`src/rtl/bc7bd_pkg.sv`:
```
// Types, partition tables and weight tables for the BC7 block decoder.
// No dependencies; imported by the front, queue and back modules.
`timescale 1ns / 1ps

package bc7bd_pkg;

  typedef enum logic [1:0] {
    MODE_UNSUP,
    MODE_1,
    MODE_6,
    MODE_7
  } mode_t;

  // One classified block as handed from the front to the back
  typedef struct packed {
    mode_t                      mode;
    logic                       two_sub;
    logic [15:0]                part_mask;
    logic [3:0]                 anchor;
    logic [1:0][1:0][3:0][7:0]  ends;     // [subset][endpoint][channel]
    logic [63:0]                idx_bits;
  } desc_t;

  localparam logic [15:0] PART_MASK [64] = '{
    16'hCCCC, 16'h8888, 16'hEEEE, 16'hECC8, 16'hC880, 16'hFEEC, 16'hFEC8, 16'hEC80,
    16'hC800, 16'hFFEC, 16'hFE80, 16'hE800, 16'hFFE8, 16'hFF00, 16'hFFF0, 16'hF000,
    16'hF710, 16'h008E, 16'h7100, 16'h08CE, 16'h008C, 16'h7310, 16'h3100, 16'h8CCE,
    16'h088C, 16'h3110, 16'h6666, 16'h366C, 16'h17E8, 16'h0FF0, 16'h718E, 16'h399C,
    16'hAAAA, 16'hF0F0, 16'h5A5A, 16'h33CC, 16'h3C3C, 16'h55AA, 16'h9696, 16'hA55A,
    16'h73CE, 16'h13C8, 16'h324C, 16'h3BDC, 16'h6996, 16'hC33C, 16'h9966, 16'h0660,
    16'h0272, 16'h04E4, 16'h4E40, 16'h2720, 16'hC936, 16'h936C, 16'h39C6, 16'h639C,
    16'h9336, 16'h9CC6, 16'h817E, 16'hE718, 16'hCCF0, 16'h0FCC, 16'h7744, 16'hEE22
  };

  localparam logic [3:0] PART_ANCHOR [64] = '{
    4'd15, 4'd15, 4'd15, 4'd15, 4'd15, 4'd15, 4'd15, 4'd15,
    4'd15, 4'd15, 4'd15, 4'd15, 4'd15, 4'd15, 4'd15, 4'd15,
    4'd15, 4'd2,  4'd8,  4'd2,  4'd2,  4'd8,  4'd8,  4'd15,
    4'd2,  4'd8,  4'd2,  4'd2,  4'd8,  4'd8,  4'd2,  4'd2,
    4'd15, 4'd15, 4'd6,  4'd8,  4'd2,  4'd8,  4'd15, 4'd15,
    4'd2,  4'd8,  4'd2,  4'd2,  4'd2,  4'd15, 4'd15, 4'd6,
    4'd6,  4'd2,  4'd6,  4'd8,  4'd15, 4'd15, 4'd2,  4'd2,
    4'd15, 4'd15, 4'd15, 4'd15, 4'd15, 4'd2,  4'd2,  4'd15
  };

  localparam logic [6:0] WT2 [4]  = '{7'd0, 7'd21, 7'd43, 7'd64};
  localparam logic [6:0] WT3 [8]  = '{7'd0, 7'd9, 7'd18, 7'd27, 7'd37, 7'd46, 7'd55, 7'd64};
  localparam logic [6:0] WT4 [16] = '{7'd0, 7'd4, 7'd9, 7'd13, 7'd17, 7'd21, 7'd26, 7'd30,
                                      7'd34, 7'd38, 7'd43, 7'd47, 7'd51, 7'd55, 7'd60, 7'd64};

  // Index width of a normal texel in each mode
  function automatic logic [2:0] index_bits(input mode_t m);
    logic [2:0] r;
    unique case (m)
      MODE_1:  r = 3'd3;
      MODE_6:  r = 3'd4;
      MODE_7:  r = 3'd2;
      default: r = 3'd2;
    endcase
    return r;
  endfunction

  // Interpolation weight of an index
  function automatic logic [6:0] weight(input mode_t m, input logic [3:0] idx);
    logic [6:0] r;
    unique case (m)
      MODE_1:  r = WT3[idx[2:0]];
      MODE_6:  r = WT4[idx];
      MODE_7:  r = WT2[idx[1:0]];
      default: r = 7'd0;
    endcase
    return r;
  endfunction

endpackage

```
`src/rtl/bc7bd_front.sv`:
```
// Front end: reads the mode of a block, unpacks partition, endpoints and p-bits.
// Depends on bc7bd_pkg.
`timescale 1ns / 1ps

module bc7bd_front import bc7bd_pkg::*; (
  input  logic [63:0] block_low,
  input  logic [63:0] block_high,
  output desc_t       desc
);

  logic [127:0] blk;
  logic [5:0]   part;
  logic [6:0]   x7;
  logic [5:0]   x6;
  logic [6:0]   c7;

  assign blk = {block_high, block_low};

  // Classify the block and expand its endpoints to eight bits, by bit replication in modes 1 and 7
  always_comb begin
    desc = '0;
    part = 6'd0;
    x7   = 7'd0;
    x6   = 6'd0;
    c7   = 7'd0;
    if (blk[1:0] == 2'b10) begin
      desc.mode    = MODE_1;
      desc.two_sub = 1'b1;
      part         = blk[7:2];
      desc.idx_bits = {18'd0, blk[127:82]};
      for (int s = 0; s < 2; s++) begin
        for (int e = 0; e < 2; e++) begin
          for (int c = 0; c < 3; c++) begin
            x7 = {blk[8 + ((c * 2 + s) * 2 + e) * 6 +: 6], blk[80 + s]};
            desc.ends[s][e][c] = {x7, x7[6]};
          end
          desc.ends[s][e][3] = 8'hFF;
        end
      end
    end else if (blk[6:0] == 7'b1000000) begin
      desc.mode     = MODE_6;
      desc.idx_bits = {1'b0, blk[127:65]};
      for (int e = 0; e < 2; e++) begin
        for (int c = 0; c < 3; c++) begin
          c7 = blk[7 + (c * 2 + e) * 7 +: 7];
          desc.ends[0][e][c] = {c7, blk[63 + e]};
        end
        c7 = blk[49 + e * 7 +: 7];
        desc.ends[0][e][3] = {c7, blk[63 + e]};
      end
    end else if (blk[7:0] == 8'h80) begin
      desc.mode     = MODE_7;
      desc.two_sub  = 1'b1;
      part          = blk[13:8];
      desc.idx_bits = {34'd0, blk[127:98]};
      for (int s = 0; s < 2; s++) begin
        for (int e = 0; e < 2; e++) begin
          for (int c = 0; c < 3; c++) begin
            x6 = {blk[14 + ((c * 2 + s) * 2 + e) * 5 +: 5], blk[94 + s * 2 + e]};
            desc.ends[s][e][c] = {x6, x6[5:4]};
          end
          x6 = {blk[74 + (s * 2 + e) * 5 +: 5], blk[94 + s * 2 + e]};
          desc.ends[s][e][3] = {x6, x6[5:4]};
        end
      end
    end
    desc.part_mask = PART_MASK[part];
    desc.anchor    = PART_ANCHOR[part];
  end

endmodule

```
`src/rtl/bc7bd_queue.sv`:
```
// Short queue of classified blocks between the front and the back end.
// Depends on bc7bd_pkg.
`timescale 1ns / 1ps

module bc7bd_queue import bc7bd_pkg::*; #(
  parameter int DEPTH = 2
) (
  input  logic  clk,
  input  logic  rst_n,
  input  logic  wr_en,
  input  desc_t wr_data,
  input  logic  rd_en,
  output desc_t rd_data,
  output logic  full,
  output logic  empty
);

  localparam int PW = (DEPTH > 1) ? $clog2(DEPTH) : 1;
  localparam int CW = $clog2(DEPTH + 1);
  localparam logic [PW-1:0] LAST = PW'(DEPTH - 1);
  localparam logic [CW-1:0] FULL_CNT = CW'(DEPTH);

  desc_t           mem_r [DEPTH];
  logic [PW-1:0]   wp_r, rp_r;
  logic [CW-1:0]   cnt_r;

  assign full    = (cnt_r == FULL_CNT);
  assign empty   = (cnt_r == '0);
  assign rd_data = mem_r[rp_r];

  // Store entries
  always_ff @(posedge clk) begin
    if (wr_en) begin
      mem_r[wp_r] <= wr_data;
    end
  end

  // Advance pointers and count
  always_ff @(posedge clk) begin
    if (!rst_n) begin
      wp_r  <= '0;
      rp_r  <= '0;
      cnt_r <= '0;
    end else begin
      if (wr_en) begin
        wp_r <= (wp_r == LAST) ? '0 : wp_r + 1'b1;
      end
      if (rd_en) begin
        rp_r <= (rp_r == LAST) ? '0 : rp_r + 1'b1;
      end
      if (wr_en && !rd_en) begin
        cnt_r <= cnt_r + 1'b1;
      end else if (rd_en && !wr_en) begin
        cnt_r <= cnt_r - 1'b1;
      end
    end
  end

endmodule

```
`src/rtl/bc7bd_back.sv`:
```
// Back end: walks the 16 texels of a queued block, picks weights and blends.
// Depends on bc7bd_pkg.
`timescale 1ns / 1ps

module bc7bd_back import bc7bd_pkg::*; (
  input  logic        clk,
  input  logic        rst_n,
  input  desc_t       head,
  input  logic        head_empty,
  output logic        head_pop,
  output logic        out_empty,
  input  logic        out_pop,
  output logic [3:0]  out_texel_number,
  output logic [7:0]  out_red,
  output logic [7:0]  out_green,
  output logic [7:0]  out_blue,
  output logic [7:0]  out_alpha_out,
  output logic        out_status,
  output logic        out_last_texel
);

  logic              adv;
  logic              fire;
  logic [3:0]        t_r;
  logic [63:0]       sr_r;
  logic [63:0]       cur;
  logic              is_anchor;
  logic [2:0]        cnt;
  logic [3:0]        idx;
  logic              sub;

  logic              s1_v_r;
  logic [3:0]        s1_t_r;
  logic [6:0]        s1_w_r;
  logic [3:0][7:0]   s1_e0_r, s1_e1_r;
  logic              s1_unsup_r;

  logic              out_v_r;
  logic [3:0][7:0]   blend_val;
  logic [3:0][7:0]   out_ch_r;
  logic [3:0]        out_t_r;
  logic              out_unsup_r;

  // Whole pipeline moves when the output register is free or being drained
  assign adv      = !out_v_r || out_pop;
  assign fire     = adv && !head_empty;
  assign head_pop = fire && (t_r == 4'd15);

  // Pick this texel's index bits
  always_comb begin
    cur       = (t_r == 4'd0) ? head.idx_bits : sr_r;
    is_anchor = (t_r == 4'd0) || (head.two_sub && (t_r == head.anchor));
    cnt       = index_bits(head.mode) - {2'b00, is_anchor};
    idx       = cur[3:0] & ~(4'hF << cnt);
    sub       = head.two_sub & head.part_mask[t_r];
  end

  // Advance the texel counter and index shifter
  always_ff @(posedge clk) begin
    if (!rst_n) begin
      t_r <= 4'd0;
    end else if (fire) begin
      t_r <= t_r + 4'd1;
    end
  end

  always_ff @(posedge clk) begin
    if (fire) begin
      sr_r <= cur >> cnt;
    end
  end

  // Stage 1: weight and endpoints of the texel
  always_ff @(posedge clk) begin
    if (!rst_n) begin
      s1_v_r <= 1'b0;
    end else if (adv) begin
      s1_v_r <= fire;
    end
  end

  always_ff @(posedge clk) begin
    if (adv) begin
      s1_t_r     <= t_r;
      s1_w_r     <= weight(head.mode, idx);
      s1_e0_r    <= head.ends[sub][0];
      s1_e1_r    <= head.ends[sub][1];
      s1_unsup_r <= (head.mode == MODE_UNSUP);
    end
  end

  // Blend each channel
  always_comb begin
    for (int c = 0; c < 4; c++) begin
      blend_val[c] = 8'((15'(7'd64 - s1_w_r) * 15'(s1_e0_r[c])
                       + 15'(s1_w_r) * 15'(s1_e1_r[c]) + 15'd32) >> 6);
    end
  end

  // Output register
  always_ff @(posedge clk) begin
    if (!rst_n) begin
      out_v_r <= 1'b0;
    end else if (adv) begin
      out_v_r <= s1_v_r;
    end
  end

  always_ff @(posedge clk) begin
    if (adv) begin
      out_ch_r    <= blend_val;
      out_t_r     <= s1_t_r;
      out_unsup_r <= s1_unsup_r;
    end
  end

  assign out_empty        = !out_v_r;
  assign out_texel_number = out_t_r;
  assign out_red          = out_ch_r[0];
  assign out_green        = out_ch_r[1];
  assign out_blue         = out_ch_r[2];
  assign out_alpha_out    = out_ch_r[3];
  assign out_status       = out_unsup_r;
  assign out_last_texel   = (out_t_r == 4'd15);

endmodule

```
`src/rtl/bc7_block_decoder_unit.sv`:
```
// BC7 block decoder for modes 1, 6 and 7: takes one 128-bit block per push and
// delivers 16 RGBA8 texels in raster order, one per cycle while out_pop is held.
// A block is classified in the cycle it is pushed and waits in a QUEUE_DEPTH-deep
// queue; its texels then pass the back end's stage 1 and output registers. Other
// modes give 16 zero texels with status set. Depends on bc7bd_pkg, bc7bd_front,
// bc7bd_queue, bc7bd_back.
`timescale 1ns / 1ps

module bc7_block_decoder_unit import bc7bd_pkg::*; #(
  parameter int QUEUE_DEPTH = 2
) (
  input  logic        clk,
  input  logic        rst_n,
  input  logic        in_push,
  output logic        in_full,
  input  logic [63:0] in_block_low,
  input  logic [63:0] in_block_high,
  output logic        out_empty,
  input  logic        out_pop,
  output logic [3:0]  out_texel_number,
  output logic [7:0]  out_red,
  output logic [7:0]  out_green,
  output logic [7:0]  out_blue,
  output logic [7:0]  out_alpha_out,
  output logic        out_status,
  output logic        out_last_texel
);

  desc_t front_desc;
  desc_t head;
  logic  q_full, q_empty, q_pop;

  assign in_full = q_full;

  // Classify the incoming block
  bc7bd_front u_front (
    .block_low  (in_block_low),
    .block_high (in_block_high),
    .desc       (front_desc)
  );

  // Hold classified blocks
  bc7bd_queue #(.DEPTH(QUEUE_DEPTH)) u_queue (
    .clk     (clk),
    .rst_n   (rst_n),
    .wr_en   (in_push && !q_full),
    .wr_data (front_desc),
    .rd_en   (q_pop),
    .rd_data (head),
    .full    (q_full),
    .empty   (q_empty)
  );

  // Produce texels
  bc7bd_back u_back (
    .clk              (clk),
    .rst_n            (rst_n),
    .head             (head),
    .head_empty       (q_empty),
    .head_pop         (q_pop),
    .out_empty        (out_empty),
    .out_pop          (out_pop),
    .out_texel_number (out_texel_number),
    .out_red          (out_red),
    .out_green        (out_green),
    .out_blue         (out_blue),
    .out_alpha_out    (out_alpha_out),
    .out_status       (out_status),
    .out_last_texel   (out_last_texel)
  );

endmodule

```
`config.mk`:
```
export PLATFORM = sky130hd
export DESIGN_NAME = bc7_block_decoder_unit
export DESIGN_NICKNAME = d
export VERILOG_FILES = /design/src/rtl/bc7bd_pkg.sv /design/src/rtl/bc7bd_front.sv /design/src/rtl/bc7bd_queue.sv /design/src/rtl/bc7bd_back.sv /design/src/rtl/bc7_block_decoder_unit.sv
export SDC_FILE = /design/constraint.sdc
export NUM_CORES = 2
export LEC_CHECK = 0
export ABC_CLOCK_PERIOD_IN_PS = 12200
export BUFFER_PORTS_ARGS = -buffer_cell sky130_fd_sc_hd__buf_2
export CAP_MARGIN = 20
export CORE_MARGIN = 2
export CORE_UTILIZATION = 60
export DETAILED_ROUTE_END_ITERATION = 8
export MAX_ROUTING_LAYER = met4
export PLACE_DENSITY = 0.89
export SYNTH_ARGS = -nofsm -noshare
export SYNTH_HDL_FRONTEND = slang
export SYNTH_SLANG_ARGS = --single-unit
export TNS_END_PERCENT = 20
```
`constraint.sdc`:
```
create_clock -name clk -period 12.2 [get_ports clk]
set_clock_uncertainty 0.1 [all_clocks]
set_input_delay 0.61 -clock clk [delete_from_list [all_inputs] [get_ports clk]]
set_output_delay 0.61 -clock clk [all_outputs]
set_load 0.03 [all_outputs]
```
# --- After elaboration in Yosys (flattened, before gate mapping) ---
# Memory sizes are Yosys's and may differ from the RTL's. A register that Yosys moved wholly into a read port is not among the register bits.
# Cells that the tools add are included.
word_totals:
  mem_bits_rw: 430
  inputBits: 132
  register_bits: 187
  rom_bits: 1448
  n_memories: 5
  output_inout_bits: 40
classes:
  n_eq_ne: 10
  bitwise_logic: 7
  n_reduce_logical: 17
  mul: 8
  muxes: 37
  add_sub_neg: 15
  shift: 2
  n_lt_le_gt_ge: 6
memory_table:
  columns: ["name", "depth", "word_bits", "rd", "rd_ports_with_merged_regs", "wr", "line_no", "rtl"]
  rows:
  - ["(name not given)", 64, 16, 1, 0, 0, "bc7bd_front.sv:67", "desc.part_mask = PART_MASK[part];"]
  - ["u_queue.mem_r", 2, 215, 1, 1, 1, "bc7bd_queue.sv:23", "desc_t mem_r [DEPTH];"]
  - ["(name not given)", 64, 4, 1, 0, 0, "bc7bd_front.sv:68", "desc.anchor = PART_ANCHOR[part];"]
  - ["(name not given)", 16, 7, 1, 0, 0, "bc7bd_pkg.sv:68", "MODE_6: r = WT4[idx];"]
  - ["(name not given)", 8, 7, 1, 0, 0, "bc7bd_pkg.sv:67", "MODE_1: r = WT3[idx[2:0]];"]
ops:
  columns: ["cell", "n"]
  rows:
  - ["$mux W192", 2]
  - ["$mux W64", 4]
  - ["$mux W128", 1]
  - ["$shr A64 B3 Y64", 1]
  - ["$mul A15 B8 Y14", 4]
  - ["$add A14 B14 Y14", 4]
  - ["$add A14 B6 Y14 const B", 4]
  - ["$mul A7 B8 Y14", 4]
  - ["$mux W7", 6]
  - ["$mux W16", 2]
  - ["$pmux W7 S3", 1]
  - ["$mux W6", 3]
  - ["$bmux W7 S2", 1]
  - ["$eq A2 B2 Y1 const B", 4]
  - ["$eq A4 B4 Y1 const B", 2]
  - ["$eq A8 B8 Y1 const B", 1]
  - ["$mux W1", 8]
  - ["$mux W4", 2]
  - ["$sub A7 B7 Y8 const A", 1]
  - ["$eq A7 B7 Y1 const B", 1]
  - ["$ge A7 B7 Y1 const B", 1]
  - ["$not A6 Y7", 1]
  - ["$logic_and A1 B1 Y1", 6]
  - ["$mux W2", 3]
  - ["27 further kinds", 35]

# --- Longest topological paths before layout ---
depth:
  word_depth: 12
  depth_mapped: 29
  depth_no_buf: 23

# --- Cells and area by module ---
# A second synthesis with hierarchy kept.
hier_totals:
  hier_cells: 3818
  area_unflattened_um2: 46330.7
modules_own_cells:
  columns: ["module", "n_inst", "cells_each", "area_each_um2"]
  rows:
  - ["bc7bd_back", 1, 2421, 25694.6]
  - ["bc7bd_queue", 1, 691, 16345.7]
  - ["bc7bd_front", 1, 705, 4276.6]
  - ["bc7_block_decoder_unit", 1, 1, 13.8]

# --- Worst setup path before layout ---
# Ideal clock, no wire load.
synth_path:
  kind: "input to register"
  from: "input port in_push"
  to: "register u_queue.wp_r"
  slack_ps: 1979
  n_path_buf: 0
  arrival_time_ps: 10023
  cell_stages: 3
  required_time_ps: 12002
  setup_time_ps: 98
  cell_sequence: "nand2_1 -> nor2_1 -> o21a_1"
synth_via:
  elab_chain_cells: 1
synth_rtl:
  columns: ["item", "line_no", "rtl"]
  rows:
  - ["start: declaration", "bc7_block_decoder_unit.sv:14", "input logic in_push,"]
  - ["$logic_and A1 B1 Y1", "bc7_block_decoder_unit.sv:46", ".wr_en (in_push && !q_full),"]
  - ["end signal: assignment", "bc7bd_queue.sv:46", "wp_r <= (wp_r == LAST) ? '0 : wp_r + 1'b1;"]
  - ["end: declaration", "bc7bd_queue.sv:24", "logic [PW-1:0] wp_r, rp_r;"]
# Every way passes these cells.
# A chain may end at the register's enable or synchronous reset.

==> impl_metrics.py <==
metrics = {
    "route": {
        "drt_iter0_drc": 4709,
        "drc": 0,
        "wirelength_um": 121000,
        "wl_per_cell_um": 25.1,
        "drtPass1Iterations": 9,
        "drtAntennaViolNets": 0,
        "vias": 31200,
        "via_per_inst": 6.46,
    },
    "worst_setup_path": {
        "cp_slowest_stage_delay_ns": 0.80,
        "crit_fanout": 63,
        "arrival_ns": 8.79,
        "rrSetupSlack_ns": 3.70,
        "critPathSlowestCell": "or2_2",
        "crit_type": "reg2reg",
        "cp.required_ns": 12.49,
        "crit_buf_inv": 5,
        "crit_path_start_kind": "register",
        "crit_path_frequent_cell": "fa_1",
        "path_cells": "buf_4, inv_1, ha_1, or3b_1, nor3_1, or2_2, nand2_1, fa_1, fa_1, inv_1, fa_1, fa_1, fa_1, inv_1, fa_1, inv_1, ha_1, and2_1, o21ai_0, o31ai_1, o41ai_1, o21ai_0, xor2_1",
        "cp_top_family": "adder cells",
        "end_kind": "register",
    },
    "yosys": {
        "synth-seq-area-share": 0.411,
        "synth_seq_cells": 604,
        "synth.distinct_cells": 77,
        "yosys_most_used_dff": "edfxtp_1",
        "syn-num-nets": 4464,
        "netlist_area_um2": 43900,
        "async_reset_ff_frac": 0,
        "synth.avg_cell_area_um2": 11.7,
        "syn_inst": 3745,
        "synth_warnings": 0,
        "synth_edf_count": 593,
    },
    "clocking": {
        "numCtsBuffers": 61,
        "postCtsHoldBufs": 0,
        "path_clk_slew_ns": 0.08,
        "cts-root-buf": "clkbuf_16",
        "cts_tree": "yes",
        "clk_path_buf_depth": 3,
        "ctsHtreeMaxLevel": 2,
        "postCtsSetupRepairBufs": 0,
        "clkLatencyLatePin_ns": 0.67,
        "numClockSinks": 604,
        "cts_resized": 0,
    },
    "placement": {
        "dp_hpwl_um": 83200,
        "io_buffers": 171,
        "gp_congestion": 0.960,
    },
    "run_status": {
        "outcome": "finished clean",
    },
    "cells_and_area": {
        "fin_nets": 4530,
        "fill_cells": 4907,
        "syn_to_final_growth_pct": 8.40,
        "layout-drive-gt1-share": 0.111,
        "regArea_um2": 18000,
        "final_common_cell": "edfxtp_1",
        "multiInputGateArea_um2": 23000,
        "final_cell_mix": "edfxtp_1 (593), inv_1 (566), nand2_1 (387), fa_1 (364), and2_1 (314)",
    },
    "floorplan": {
        "ios": 172,
        "die_w_um": 274,
        "dieArea_um2": 75300,
        "die-height_um": 274,
        "core-area_um2": 72700,
        "initial_utilization": 0.603,
        "num_rows": 99,
    },
    "timing": {
        "fin_tns_setup_ns": 0,
        "hold_viol_final": 0,
        "slew_headroom": 0.210,
        "fmax_mhz": 118,
        "period_share": 0.697,
        "fin_crit_ns": 8.50,
        "rsz0062_at_grt": "no",
        "tightest_slew_ns": 1.18,
        "drv_slew": 0,
        "setup_violations": 0,
    },
    "grt": {
        "grt_pass1_wl_um": 185000,
        "grt_overflow_total": 0,
        "antenna_found_initial": 8,
        "first_global_vias": 31700,
        "grt_max_degree": 98,
        "grt_usage": 0.336,
    },
    "run": {
        "cap_violations": 0,
    },
    "hold_path": {
        "min_path_type": "in2reg",
    },
}
## path summary, 6_finish.rpt
check                                        from                   to  cells past startpoint
worst max-delay path             u_back.s1_w_r[0]  u_back.out_green[7]                     23
worst min-delay path                        rst_n       u_back.out_v_r                      2
worst max register to register   u_back.s1_w_r[0]  u_back.out_green[7]                     23
worst min register to register  u_back.s1_unsup_r    u_back.out_status                      0
## registers in the layout (all words and copies together) (netlist names), 2 cells and up, named ones only
signal,cells
u_back.out_red,8
u_back.out_green,8
u_back.s1_e0_r,32
u_back.out_blue,8
u_queue.cnt_r,2
u_back.sr_r,64
u_back.t_r,4
u_back.s1_e1_r,32
u_back.s1_w_r,7
u_back.out_alpha_out,8
u_queue.mem_r,416
u_back.s1_t_r,4
u_back.out_texel_number,4
## final cells by class
class,count,area share
antenna,6,0.000316
inverter,571,0.0451
clock buffer,68,0.0326
clock inverter,45,0.00973
tap,959,0.0252
sequential,604,0.379
timing repair buffer,212,0.0252
multi-input combinational,2361,0.483
## routing by layer
layer | GRT usage | wire [um] | vias to the layer above
li1 | - | - | 12900
met1 | 0.415 | 41200 | 15200
met2 | 0.520 | 56200 | 2489
met3 | 0.0781 | 15700 | 575
met4 | 0.172 | 7990 | 0
met5 | - | 0 | -
## through the flow
step / util / cells / hold slack (ns) / area (um^2) / setup slack, ns
finish: 0.654 / 4826 / 0.174 / 47600 / 3.70
global route: 0.654 / 4825 / 0.197 / 47600 / 3.24
CTS: 0.653 / 4818 / 0.179 / 47500 / 3.78
detailed placement: 0.625 / 4705 / 0.307 / 45500 / 3.82
global placement: 0.625 / 4705 / 0.304 / 45500 / 4.20
floorplan: - / 3745 / 0.300 / 43900 / 1.98
## synthesized netlist by cell type (24+ instances only)
cell type / n / area [um^2]
and2_1: 315 / 1970
mux2i_1: 255 / 2550
nor2_1: 90 / 338
inv_1: 567 / 2130
nor3_1: 34 / 170
xnor2_1: 85 / 744
a21oi_1: 55 / 275
clkbuf_1: 157 / 589
a22oi_1: 24 / 180
fa_1: 364 / 7290
mux4_2: 74 / 1670
o21ai_0: 127 / 636
nand2_1: 387 / 1450
edfxtp_1: 593 / 17800
a222oi_1: 35 / 350
ha_1: 223 / 2790
a22o_1: 46 / 403
## worst reg2reg max path, stage by stage (launching register included)
cell and delay [ns]:
edfxtp_1 0.37, buf_4 0.31, inv_1 0.13, ha_1 0.26, or3b_1 0.53, nor3_1 0.49, or2_2 0.80, nand2_1 0.22
fa_1 0.55, fa_1 0.56, inv_1 0.05, fa_1 0.48, fa_1 0.46, fa_1 0.51, inv_1 0.05, fa_1 0.47
inv_1 0.05, ha_1 0.32, and2_1 0.18, o21ai_0 0.16, o31ai_1 0.15, o41ai_1 0.59, o21ai_0 0.24, xor2_1 0.20
## cells by family (layout without fill, tap and decap cells)
kind of cell               Yosys count  count (layout)  synth area share
muxes                              339             339            0.0987
buffers and inverters              780             896            0.0690
and+or+nand+nor                    897             897             0.100
adders and majority gates          587             587             0.230
xor gates and xnor gates           111             111            0.0234
AOI/OAI and AO/OA                  427             427            0.0678
DFF                                604             604             0.411
other                                0               6                 0
Power is left out: the tool's default activity adds up to more than one toggle a clock period on the data nets, which glitch-free logic cannot reach.
